--- config.mk ---
export PLATFORM = sky130hd
export DESIGN_NAME = character_lcd_command_sequencer_unit
export DESIGN_NICKNAME = d
export VERILOG_FILES = /design/src/clcs_pkg.sv /design/src/clcs_front.sv /design/src/clcs_queue.sv /design/src/clcs_back.sv /design/src/character_lcd_command_sequencer_unit.sv
export SDC_FILE = /design/constraint.sdc
export NUM_CORES = 1
export LEC_CHECK = 0
export CAP_MARGIN = 15
export CORE_MARGIN = 2
export CORE_UTILIZATION = 49
export DETAILED_ROUTE_END_ITERATION = 16
export DONT_BUFFER_PORTS = 1
export PLACE_DENSITY = 0.63
export SLEW_MARGIN = 20
export SYNTH_ARGS = -nofsm -noshare
export SYNTH_HDL_FRONTEND = slang
export SYNTH_HIERARCHICAL = 1
export SYNTH_SLANG_ARGS = --single-unit
--- constraint.sdc ---
create_clock -name clk -period 5.4 [get_ports clk]
set_clock_uncertainty 0.15 [all_clocks]
set_input_delay 0.27 -clock clk [delete_from_list [all_inputs] [get_ports clk]]
set_output_delay 0.27 -clock clk [all_outputs]
set_load 0.005 [all_outputs]
--- src/clcs_pkg.sv ---
// Shared types, codes, constants and init tables for the character LCD command sequencer.
package clcs_pkg;

    localparam int LINE_COUNT_DEF = 4;
    localparam int LINE_MAX       = 4;

    localparam int ACTION_W   = 3;
    localparam int LINE_W     = 2;
    localparam int COLUMN_W   = 6;
    localparam int BYTE_W     = 8;
    localparam int BASE_W     = 7;
    localparam int SETTLE_W   = 16;
    localparam int WAIT_W     = 13;
    localparam int CFG_IDX_W  = 3;
    localparam int CFG_DATA_W = 7;
    localparam int INIT_BYTES = 8;
    localparam int INIT_IDX_W = 3;

    // Command codes of the input beat.
    localparam logic [ACTION_W-1:0] ACT_INIT     = 3'd0;
    localparam logic [ACTION_W-1:0] ACT_CLEAR    = 3'd1;
    localparam logic [ACTION_W-1:0] ACT_CURSOR   = 3'd2;
    localparam logic [ACTION_W-1:0] ACT_PUT_CHAR = 3'd3;
    localparam logic [ACTION_W-1:0] ACT_DISP_ON  = 3'd4;
    localparam logic [ACTION_W-1:0] ACT_DISP_OFF = 3'd5;

    // Configuration register indexes.
    localparam logic [CFG_IDX_W-1:0] REG_FOUR_BIT_MODE = 3'd0;
    localparam logic [CFG_IDX_W-1:0] REG_LINE0_BASE    = 3'd1;

    // Controller command bytes.
    localparam logic [BYTE_W-1:0] CMD_CLEAR   = 8'h01;
    localparam logic [BYTE_W-1:0] CMD_HOME    = 8'h02;
    localparam logic [BYTE_W-1:0] CMD_ENTRY   = 8'h04;
    localparam logic [BYTE_W-1:0] ENTRY_INC   = 8'h02;
    localparam logic [BYTE_W-1:0] CMD_DISPCTL = 8'h08;
    localparam logic [BYTE_W-1:0] DISP_ON     = 8'h04;
    localparam logic [BYTE_W-1:0] CMD_FUNCSET = 8'h20;
    localparam logic [BYTE_W-1:0] FS_8BIT     = 8'h10;
    localparam logic [BYTE_W-1:0] FS_2LINES   = 8'h08;
    localparam logic [BYTE_W-1:0] CMD_ADDR    = 8'h80;

    // Reset values of the line base registers.
    localparam logic [BASE_W-1:0] LINE_BASE_RESET [LINE_MAX] = '{7'd0, 7'd64, 7'd20, 7'd84};

    // Timing in microseconds.
    localparam logic [SETTLE_W-1:0] POWER_SETTLE_US = 16'd50000;
    localparam logic [WAIT_W-1:0]   STROBE_HIGH_US  = 13'd10;
    localparam logic [WAIT_W-1:0]   BYTE_DONE_US    = 13'd50;

    // Extra delay after the final write of a byte.
    localparam logic [1:0] EXTRA_NONE = 2'd0;
    localparam logic [1:0] EXTRA_200  = 2'd1;
    localparam logic [1:0] EXTRA_5000 = 2'd2;
    localparam logic [1:0] EXTRA_2000 = 2'd3;

    typedef struct packed {
        logic              is_init;
        logic              four_bit;
        logic [BYTE_W-1:0] data;
        logic              rs;
        logic [1:0]        extra;
    } cmd_desc_t;

    function automatic logic [WAIT_W-1:0] byte_done_wait(input logic [1:0] extra);
        logic [WAIT_W-1:0] w;
        case (extra)
            EXTRA_200:  w = BYTE_DONE_US + 13'd200;
            EXTRA_5000: w = BYTE_DONE_US + 13'd5000;
            EXTRA_2000: w = BYTE_DONE_US + 13'd2000;
            default:    w = BYTE_DONE_US;
        endcase
        return w;
    endfunction

    function automatic logic [BYTE_W-1:0] init_byte(input logic [INIT_IDX_W-1:0] idx,
                                                    input logic four_bit);
        logic [BYTE_W-1:0] mode_bit;
        logic [BYTE_W-1:0] b;
        mode_bit = four_bit ? 8'h00 : FS_8BIT;
        case (idx)
            3'd0:    b = CMD_FUNCSET | FS_8BIT;
            3'd1:    b = CMD_FUNCSET | FS_8BIT;
            3'd2:    b = CMD_FUNCSET | mode_bit;
            3'd3:    b = CMD_FUNCSET | mode_bit | FS_2LINES;
            3'd4:    b = CMD_DISPCTL | DISP_ON;
            3'd5:    b = CMD_ENTRY | ENTRY_INC;
            3'd6:    b = CMD_CLEAR;
            default: b = CMD_HOME;
        endcase
        return b;
    endfunction

    function automatic logic [1:0] init_extra(input logic [INIT_IDX_W-1:0] idx);
        logic [1:0] e;
        case (idx)
            3'd0:    e = EXTRA_5000;
            3'd1:    e = EXTRA_200;
            3'd6:    e = EXTRA_2000;
            3'd7:    e = EXTRA_2000;
            default: e = EXTRA_NONE;
        endcase
        return e;
    endfunction

endpackage

--- src/clcs_front.sv ---
// Front end: configuration registers, command decode and display state.
module clcs_front #(
    parameter int LINE_COUNT = clcs_pkg::LINE_COUNT_DEF
) (
    input  logic                                clk,
    input  logic                                rst_n,
    input  logic                                cfg_write,
    input  logic [clcs_pkg::CFG_IDX_W-1:0]      cfg_index,
    input  logic [clcs_pkg::CFG_DATA_W-1:0]     cfg_data,
    input  logic                                accept,
    input  logic [clcs_pkg::ACTION_W-1:0]       action,
    input  logic [clcs_pkg::LINE_W-1:0]         line,
    input  logic [clcs_pkg::COLUMN_W-1:0]       column,
    input  logic [clcs_pkg::BYTE_W-1:0]         char_code,
    output logic                                desc_valid,
    output clcs_pkg::cmd_desc_t                 desc
);
    import clcs_pkg::*;

    localparam int LINE_IDX_W = (LINE_COUNT > 1) ? $clog2(LINE_COUNT) : 1;

    logic              four_bit_reg;
    logic [BASE_W-1:0] line_base_reg [LINE_COUNT];
    logic              display_on_reg;
    logic              display_on_next;
    logic              line_ok;
    logic [BASE_W-1:0] base;

    always_ff @(posedge clk or negedge rst_n)
    begin
        if (!rst_n)
        begin
            four_bit_reg <= 1'b1;
        end
        else if (cfg_write && cfg_index == REG_FOUR_BIT_MODE)
        begin
            four_bit_reg <= cfg_data[0];
        end
    end

    for (genvar i = 0; i < LINE_COUNT; i++)
    begin : g_base
        always_ff @(posedge clk or negedge rst_n)
        begin
            if (!rst_n)
            begin
                line_base_reg[i] <= LINE_BASE_RESET[i];
            end
            else if (cfg_write && cfg_index == REG_LINE0_BASE + CFG_IDX_W'(i))
            begin
                line_base_reg[i] <= cfg_data;
            end
        end
    end

    always_ff @(posedge clk or negedge rst_n)
    begin
        if (!rst_n)
        begin
            display_on_reg <= 1'b0;
        end
        else if (accept)
        begin
            display_on_reg <= display_on_next;
        end
    end

    assign line_ok = {1'b0, line} < 3'(LINE_COUNT);
    assign base    = line_ok ? line_base_reg[line[LINE_IDX_W-1:0]] : '0;

    always_comb
    begin
        display_on_next = display_on_reg;
        desc_valid      = 1'b0;
        desc.is_init    = 1'b0;
        desc.four_bit   = four_bit_reg;
        desc.data       = '0;
        desc.rs         = 1'b0;
        desc.extra      = EXTRA_NONE;
        case (action)
            ACT_INIT:
            begin
                display_on_next = 1'b1;
                desc_valid      = accept;
                desc.is_init    = 1'b1;
            end
            ACT_CLEAR:
            begin
                desc_valid = accept;
                desc.data  = CMD_CLEAR;
                desc.extra = EXTRA_2000;
            end
            ACT_CURSOR:
            begin
                desc_valid = accept && line_ok;
                desc.data  = CMD_ADDR | {1'b0, base | {1'b0, column}};
            end
            ACT_PUT_CHAR:
            begin
                desc_valid = accept;
                desc.data  = char_code;
                desc.rs    = 1'b1;
            end
            ACT_DISP_ON:
            begin
                display_on_next = 1'b1;
                desc_valid      = accept;
                desc.data       = CMD_DISPCTL | (display_on_next ? DISP_ON : 8'h00);
            end
            ACT_DISP_OFF:
            begin
                display_on_next = 1'b0;
                desc_valid      = accept;
                desc.data       = CMD_DISPCTL | (display_on_next ? DISP_ON : 8'h00);
            end
            default:
            begin
                desc_valid = 1'b0;
            end
        endcase
    end

endmodule

--- src/clcs_queue.sv ---
// Two-entry queue of decoded commands between the front and back ends.
module clcs_queue (
    input  logic                clk,
    input  logic                rst_n,
    input  logic                wr_en,
    input  clcs_pkg::cmd_desc_t wr_desc,
    output logic                is_full,
    input  logic                rd_en,
    output logic                rd_valid,
    output clcs_pkg::cmd_desc_t rd_desc
);
    import clcs_pkg::*;

    cmd_desc_t  slot_reg [2];
    logic       wr_ptr_reg;
    logic       rd_ptr_reg;
    logic [1:0] count_reg;
    logic [1:0] count_next;

    assign is_full  = count_reg == 2'd2;
    assign rd_valid = count_reg != 2'd0;
    assign rd_desc  = slot_reg[rd_ptr_reg];

    always_comb
    begin
        count_next = count_reg;
        if (wr_en && !rd_en)
        begin
            count_next = count_reg + 2'd1;
        end
        else if (rd_en && !wr_en)
        begin
            count_next = count_reg - 2'd1;
        end
    end

    always_ff @(posedge clk or negedge rst_n)
    begin
        if (!rst_n)
        begin
            wr_ptr_reg <= 1'b0;
            rd_ptr_reg <= 1'b0;
            count_reg  <= 2'd0;
        end
        else
        begin
            count_reg <= count_next;
            if (wr_en)
            begin
                wr_ptr_reg <= ~wr_ptr_reg;
            end
            if (rd_en)
            begin
                rd_ptr_reg <= ~rd_ptr_reg;
            end
        end
    end

    always_ff @(posedge clk)
    begin
        if (wr_en)
        begin
            slot_reg[wr_ptr_reg] <= wr_desc;
        end
    end

endmodule

--- src/clcs_back.sv ---
// Back end: expands one decoded command into bus writes, one per cycle while the output is not held.
module clcs_back (
    input  logic                              clk,
    input  logic                              rst_n,
    input  logic                              desc_valid,
    input  clcs_pkg::cmd_desc_t               desc,
    output logic                              desc_done,
    output logic                              empty,
    input  logic                              pop,
    output logic [clcs_pkg::BYTE_W-1:0]       bus_data,
    output logic                              reg_select,
    output logic                              enable,
    output logic [clcs_pkg::SETTLE_W-1:0]     settle_before_us,
    output logic [clcs_pkg::WAIT_W-1:0]       wait_after_us,
    output logic                              last
);
    import clcs_pkg::*;

    logic [INIT_IDX_W-1:0] byte_idx_reg;
    logic [1:0]            beat_idx_reg;
    logic                  out_valid_reg;

    logic [BYTE_W-1:0]   data_reg;
    logic                rs_reg;
    logic                en_reg;
    logic [SETTLE_W-1:0] settle_reg;
    logic [WAIT_W-1:0]   wait_reg;
    logic                last_reg;

    logic                step;
    logic [BYTE_W-1:0]   cur_byte;
    logic [1:0]          cur_extra;
    logic                byte_end;
    logic                cmd_end;
    logic                en_now;
    logic [BYTE_W-1:0]   data_now;
    logic [WAIT_W-1:0]   wait_now;
    logic [SETTLE_W-1:0] settle_now;

    assign step      = desc_valid && (!out_valid_reg || pop);
    assign cur_byte  = desc.is_init ? init_byte(byte_idx_reg, desc.four_bit) : desc.data;
    assign cur_extra = desc.is_init ? init_extra(byte_idx_reg) : desc.extra;
    assign byte_end  = desc.four_bit ? (beat_idx_reg == 2'd3) : (beat_idx_reg == 2'd1);
    assign cmd_end   = byte_end && (!desc.is_init || byte_idx_reg == INIT_IDX_W'(INIT_BYTES - 1));
    assign en_now    = ~beat_idx_reg[0];

    // In 4-bit mode the first strobe pair carries the high nibble.
    assign data_now = !desc.four_bit ? cur_byte
                    : (beat_idx_reg[1] ? {4'h0, cur_byte[3:0]} : {4'h0, cur_byte[7:4]});
    assign wait_now = en_now ? STROBE_HIGH_US
                    : (byte_end ? byte_done_wait(cur_extra) : '0);
    assign settle_now = (desc.is_init && byte_idx_reg == '0 && beat_idx_reg == 2'd0)
                      ? POWER_SETTLE_US : '0;

    assign desc_done = step && cmd_end;

    always_ff @(posedge clk or negedge rst_n)
    begin
        if (!rst_n)
        begin
            byte_idx_reg  <= '0;
            beat_idx_reg  <= 2'd0;
            out_valid_reg <= 1'b0;
        end
        else
        begin
            if (step)
            begin
                out_valid_reg <= 1'b1;
                if (cmd_end)
                begin
                    byte_idx_reg <= '0;
                    beat_idx_reg <= 2'd0;
                end
                else if (byte_end)
                begin
                    byte_idx_reg <= byte_idx_reg + INIT_IDX_W'(1);
                    beat_idx_reg <= 2'd0;
                end
                else
                begin
                    beat_idx_reg <= beat_idx_reg + 2'd1;
                end
            end
            else if (pop)
            begin
                out_valid_reg <= 1'b0;
            end
        end
    end

    always_ff @(posedge clk)
    begin
        if (step)
        begin
            data_reg   <= data_now;
            rs_reg     <= desc.rs;
            en_reg     <= en_now;
            settle_reg <= settle_now;
            wait_reg   <= wait_now;
            last_reg   <= cmd_end;
        end
    end

    assign empty            = !out_valid_reg;
    assign bus_data         = data_reg;
    assign reg_select       = rs_reg;
    assign enable           = en_reg;
    assign settle_before_us = settle_reg;
    assign wait_after_us    = wait_reg;
    assign last             = last_reg;

endmodule

--- src/character_lcd_command_sequencer_unit.sv ---
// Top level of the character LCD command sequencer: front end, command queue, back end.
//
//  Channel    Direction  Handshake               Beat contents
//  command    in         push / full             action, line, column, char_code
//  bus write  out        pop / empty             bus_data, reg_select, enable,
//                                                settle_before_us, wait_after_us, last
//  config     in         cfg_write               cfg_index, cfg_data
//
// The back end issues one bus write per cycle while the output is not held: a command is
// 2 writes (8-bit) or 4 writes (4-bit), and init is 16 or 32, set by the write sequencer's counters.
// The front end takes one command per cycle while the two-entry queue has room;
// commands that cause no writes are taken and dropped there.
// Reset restores the register defaults and empties the queue and output stage.
// A held output beat stalls the sequencer, which in turn fills the queue and raises full.
module character_lcd_command_sequencer_unit #(
    parameter int LINE_COUNT = clcs_pkg::LINE_COUNT_DEF
) (
    input  logic                              clk,
    input  logic                              rst_n,
    input  logic                              cfg_write,
    input  logic [clcs_pkg::CFG_IDX_W-1:0]    cfg_index,
    input  logic [clcs_pkg::CFG_DATA_W-1:0]   cfg_data,
    input  logic                              push,
    output logic                              full,
    input  logic [clcs_pkg::ACTION_W-1:0]     action,
    input  logic [clcs_pkg::LINE_W-1:0]       line,
    input  logic [clcs_pkg::COLUMN_W-1:0]     column,
    input  logic [clcs_pkg::BYTE_W-1:0]       char_code,
    output logic                              empty,
    input  logic                              pop,
    output logic [clcs_pkg::BYTE_W-1:0]       bus_data,
    output logic                              reg_select,
    output logic                              enable,
    output logic [clcs_pkg::SETTLE_W-1:0]     settle_before_us,
    output logic [clcs_pkg::WAIT_W-1:0]       wait_after_us,
    output logic                              last
);
    import clcs_pkg::*;

    logic      accept;
    logic      front_valid;
    cmd_desc_t front_desc;
    logic      q_valid;
    cmd_desc_t q_desc;
    logic      q_pop;

    assign accept = push && !full;

    clcs_front #(
        .LINE_COUNT (LINE_COUNT)
    ) u_front (
        .clk        (clk),
        .rst_n      (rst_n),
        .cfg_write  (cfg_write),
        .cfg_index  (cfg_index),
        .cfg_data   (cfg_data),
        .accept     (accept),
        .action     (action),
        .line       (line),
        .column     (column),
        .char_code  (char_code),
        .desc_valid (front_valid),
        .desc       (front_desc)
    );

    clcs_queue u_queue (
        .clk      (clk),
        .rst_n    (rst_n),
        .wr_en    (front_valid),
        .wr_desc  (front_desc),
        .is_full  (full),
        .rd_en    (q_pop),
        .rd_valid (q_valid),
        .rd_desc  (q_desc)
    );

    clcs_back u_back (
        .clk              (clk),
        .rst_n            (rst_n),
        .desc_valid       (q_valid),
        .desc             (q_desc),
        .desc_done        (q_pop),
        .empty            (empty),
        .pop              (pop),
        .bus_data         (bus_data),
        .reg_select       (reg_select),
        .enable           (enable),
        .settle_before_us (settle_before_us),
        .wait_after_us    (wait_after_us),
        .last             (last)
    );

endmodule
### Yosys cells after proc, flatten, opt, wreduce, memory -nomap -nowiden

Memory sizes are Yosys's and may differ from the RTL's.
Index checks and enable logic that the tools add are counted.

| word-level totals | value |
|---|---|
| memory bits (writable) | 26 |
| input bits | 34 |
| memories kept | 1 |
| bits in registers | 79 |
| logic and storage cells | 113 |
| output and inout port bits | 42 |

| operators by class | value |
|---|---|
| $add $sub $neg | 4 |
| $lt $le $gt $ge | 1 |
| equality and inequality tests | 22 |
| mux-type cells | 29 |
| reduce and logical (&&, ||, !) cells | 33 |
| bitwise gates (word level) | 5 |

Memory list:

| name | words | bits a word | rd ports | clocked after Yosys merged registers in | write ports | RTL line | RTL |
|---|---|---|---|---|---|---|---|
| u_queue.slot_reg | 2 | 13 | 1 | 0 | 1 | clcs_queue.sv:14 | `cmd_desc_t slot_reg [2];` |

Operator list:

| operator | number |
|---|---|
| 8-bit case mux with 6 select lines | 1 |
| 8-bit case mux with 5 select lines | 1 |
| 13-bit case mux with 3 select lines | 1 |
| 3-bit equality test, second input constant | 7 |
| 3-bit by 2-bit equality test with 1-bit output, second input constant | 6 |
| 16-bit 2-to-1 mux | 1 |
| 8-bit 2-to-1 mux | 2 |
| 7-bit binary-select mux with 2-bit select | 1 |
| 7-bit 2-to-1 mux | 2 |
| 1-bit logical AND | 13 |
| 2-bit 2-to-1 mux | 6 |
| 3-bit by 1-bit equality test with 1-bit output, second input constant | 3 |
| 3-bit logical NOT | 3 |
| 2-bit equality test, second input constant | 4 |
| 1-bit 2-to-1 mux | 8 |
| 4-bit 2-to-1 mux | 2 |
| 2-bit nonzero test | 4 |
| 7-bit by 6-bit bitwise OR with 7-bit output | 1 |
| 3-bit 2-to-1 mux | 2 |
| 2-bit case mux with 3 select lines | 1 |
| 6-bit OR reduction | 1 |
| 1-bit logical NOT | 5 |
| 5-bit 2-to-1 mux | 1 |
| 2-bit by 1-bit adder with 2-bit output, second input constant | 2 |
| other kinds (10) | 16 |

### Depth between registers and ports, before layout

| depth | value |
|---|---|
| depth in word-level cells | 8 |
| mapped depth | 10 |
| gate-level depth less buffers | 9 |

### Hierarchy

Netlist, hierarchy kept.

Modules (own cells, without submodules):

| module | instances | cells an instance | area each (µm²) | sequential area each (µm²) |
|---|---|---|---|---|
| clcs_front | 1 | 110 | 1511.4 | 734.5 |
| clcs_back | 1 | 133 | 1487.7 | 720.7 |
| clcs_queue | 1 | 56 | 1127.3 | 880.8 |
| character_lcd_command_sequencer_unit | 1 | 1 | 13.8 | 0.0 |

### Worst setup path after synthesis

Ideal clock, no wire load.

| path | value |
|---|---|
| path type | register to register |
| start point | register u_queue.rd_ptr_reg |
| end point | register u_queue.count_reg[1] |
| data arrival time | 2136 ps |
| clock period less this slack | 2365 ps |
| required time | 5171 ps |
| slack | 3035 ps |
| cell stages (with the launch flop) | 10 |
| setup time | 79 ps |
| path buffers | 1 |
| cell sequence | dfrtp_1 buf_6 mux2_2 xnor2_2 nand4_2 nor2_1 inv_1 ha_1 nor2_1 xor2_1 |

RTL lines:

| item | RTL line | RTL |
|---|---|---|
| from (decl) | clcs_queue.sv:16 | `logic rd_ptr_reg;` |
| from (signal assigned) | clcs_queue.sv:54 | `rd_ptr_reg <= ~rd_ptr_reg;` |
| to (signal assigned) | clcs_queue.sv:47 | `count_reg <= count_next;` |
| to (decl) | clcs_queue.sv:17 | `logic [1:0] count_reg;` |

==> reports/metrics.csv <==
metric;value;unit
area_delta_synth_final;7.313;%
whs_path_depth;2;
cts_setup_buffers;0;
yosysTopAreaCell;edfxtp_1;
rows;33;
dr.pass1.iters;4;
worst_ep_arrival_time;2.90;ns
ys_ff_latch;84;
drtIter0Drc;61;
start_kind;flop;
cp.required;5.53;ns
fin_util;54.07;%
powerDensity;490.2;nW/um2
cts_tree;built;
die_h;95.92;um
synthMuxAreaShare;17.14;%
fin_tns_setup;0;ns
drt-total-wl;7.278;mm
antenna_left;0;
combPwrFrac;27.1;%
drv_cap;0;
ir_drop;0.1928;mV
final_max_slew_viol_count;0;
synth_top_family_by_area;multiplexers;
grt_pass1_vias;2271;
layout-drive-gt1-share;29.08;%
rsz0062_at_grt;false;
die_area;9201;um2
vias;2222;
postSynthCellCount;300;
tightest_slew;1.049;ns
intPower;1.510;mW
fmax;360.0;MHz
coreArea;8217;um2
hold_violations;0;
fin_crit;2.778;ns
diodes;0;
cts.sinks;84;
htreeDepth;3;
synth_edf_count;45;
wire_per_inst;17.71;um
largest_register_ffs;28;
yosys.area_share.xor_xnor;1.662;%
drc;0;
synth_fa_ha_area_share;3.626;%
clk_latency;0.35;ns
grt_first_pass_wirelength;11.90;mm
grt_max_degree;40;
cts_made_buffers;9;
io_pins;76;
leakagePower;1.773;nW
switching_power;0.6684;mW
synth-compound-area-share;4.322;%
track_usage;17.59;%
outcome;completed;
cp-end-kind;flop;
dp_slack;2.648;ns
setup_violations;0;
synth_common_cells;edfxtp_1, mux2_2, dfrtp_1;
critPathMaxFanout;14;
ys.flop_type;edfxtp_1;
path_class;flop to flop;
antenna_found_initial;0;
rr_worst_depth;9;
clk_pin_slew;0.08;ns
clkPwrFrac;24.2;%
synthTopCellsByArea;edfxtp_1, dfrtp_1, mux2_2;
cts_buffer_depth;2;
switching_share;30.69;%
final.period_utilization;51.44;%
hpwlAfterDp;5.036;mm
portBuffers;0;
synth_area_per_cell;13.80;um2
start_util;50.39;%
synth.top_cell.area_share;32.64;%
die_w;95.92;um
min_path_type;input port to flop;
syn_area;4140;um2
routabilityCongestion;0.7825;
nets;347;
layout_setup_ws;2.622;ns
yosysMostFrequentCell;edfxtp_1;
ys_types;52;
yosys.area_share.simple;9.519;%
async_flop_share;46.43;%
vias_per_cell;5.406;
clock-root-buffer;clkbuf_8;
slew-limit-headroom;29.04;%
seqPwrFrac;48.7;%
grt_overflow_total;0;
ys_seq_area_share;56.42;%
yosys_warnings;6;
[per-layer routing]
| metal | vias up | GRT usage, % | wire [um] |
|---|---|---|---|
| met5 | - | 0 | 0 |
| met4 | 0 | 5.476 | 101 |
| met3 | 12 | 6.969 | 421 |
| met2 | 61 | 28.90 | 3630 |
| met1 | 1101 | 21.35 | 3124 |
| li1 | 1048 | - | - |
[layout by cell type, fill, tap and decap left out, drive strengths merged, types with 3 or more instances in the layout]
cell	n
inv	12
mux2i	3
o22ai	3
xor2	4
clkbuf	9
nand2	16
dfrtp	32
bufinv	3
edfxtp	45
and3	5
nor3	6
dfstp	7
mux4	8
conb	13
nor2	16
a21oi	8
o21ai	5
xnor2	3
mux2	44
nand2b	7
ha	12
dlygate4sd3	11
nor2b	4
[kinds of logic (layout without fill, tap and decap cells)]
| kind of cell | count (synthesis) | count (layout) |
|---|---|---|
| AND/OR/NAND/NOR | 68 | 68 |
| buffers and inverters | 46 | 40 |
| AO/OA/AOI/OAI | 27 | 27 |
| flip-flops | 84 | 84 |
| adder cells (fa/ha/maj) | 12 | 12 |
| XOR/XNOR | 7 | 7 |
| other | 1 | 13 |
| multiplexers | 55 | 55 |
[power by group through the flow]
stage               clock network [mW]  registers (mW)  logic, mW
detailed placement                   0            1.08      0.569
finish                           0.528            1.06      0.590
floorplan                            0            1.01      0.558
global route                     0.578            1.10      0.666
global placement                     0            1.07      0.557
CTS                              0.543            1.06      0.592
[path summary, 6_finish.rpt]
kind                                                              to                              from  slack [ns]
worst max-delay path                u_queue/count_reg[1]$_DFFE_PN0P_    u_queue/rd_ptr_reg$_DFFE_PN0P_        2.62
worst min-delay path                u_queue/slot_reg[0][4]$_DFFE_PP_                         action[0]        0.05
worst max register to register      u_queue/count_reg[1]$_DFFE_PN0P_    u_queue/rd_ptr_reg$_DFFE_PN0P_        2.62
worst min register to register      u_queue/count_reg[1]$_DFFE_PN0P_  u_queue/count_reg[1]$_DFFE_PN0P_        0.33
max in group asynchronous       u_front/line_base_reg[6]$_DFFE_PN1P_                             rst_n        4.62
min in group asynchronous         u_back/byte_idx_reg[1]$_DFFE_PN0P_                             rst_n        0.22
[cell type report]
class / count / area [um2]
fill: 709 / 3774
inverter: 12 / 47.55
tap: 105 / 131.4
sequential: 84 / 2336
clock inverter: 7 / 115.1
clock buffer: 9 / 123.9
multi-input combinational: 182 / 1559
timing repair buffer: 12 / 130.1
[worst max-delay path: stages (launching register included)]
cell and delay (ns):
dfrtp_1 0.71, mux2_2 0.48, xnor2_2 0.29, nand4_2 0.21, nor2_1 0.20, inv_1 0.07
ha_1 0.19, xor2_1 0.14, nor2_1 0.12, xor2_1 0.14
[metrics by stage]
stage / total power, mW / hold WS, ns / cells / cell area [um2]
3_5_place_dp: 1.646 / -0.1741 / 383 / 4071
6_report: 2.178 / 0.04831 / 411 / 4443
4_1_cts: 2.198 / 0.03218 / 411 / 4441
3_3_place_gp: 1.623 / -0.1740 / 383 / 4071
5_1_grt: 2.343 / 0.03520 / 411 / 4443
2_1_floorplan: 1.573 / -0.1756 / 312 / 4185
[what timing repair did]
item / 4_1_cts / 5_1_grt
hold buffers: 12 / 0
endpoints found under the hold margin: 80 / 0
resized for setup: 0 / 0
Power figures use the tool's default switching activity.
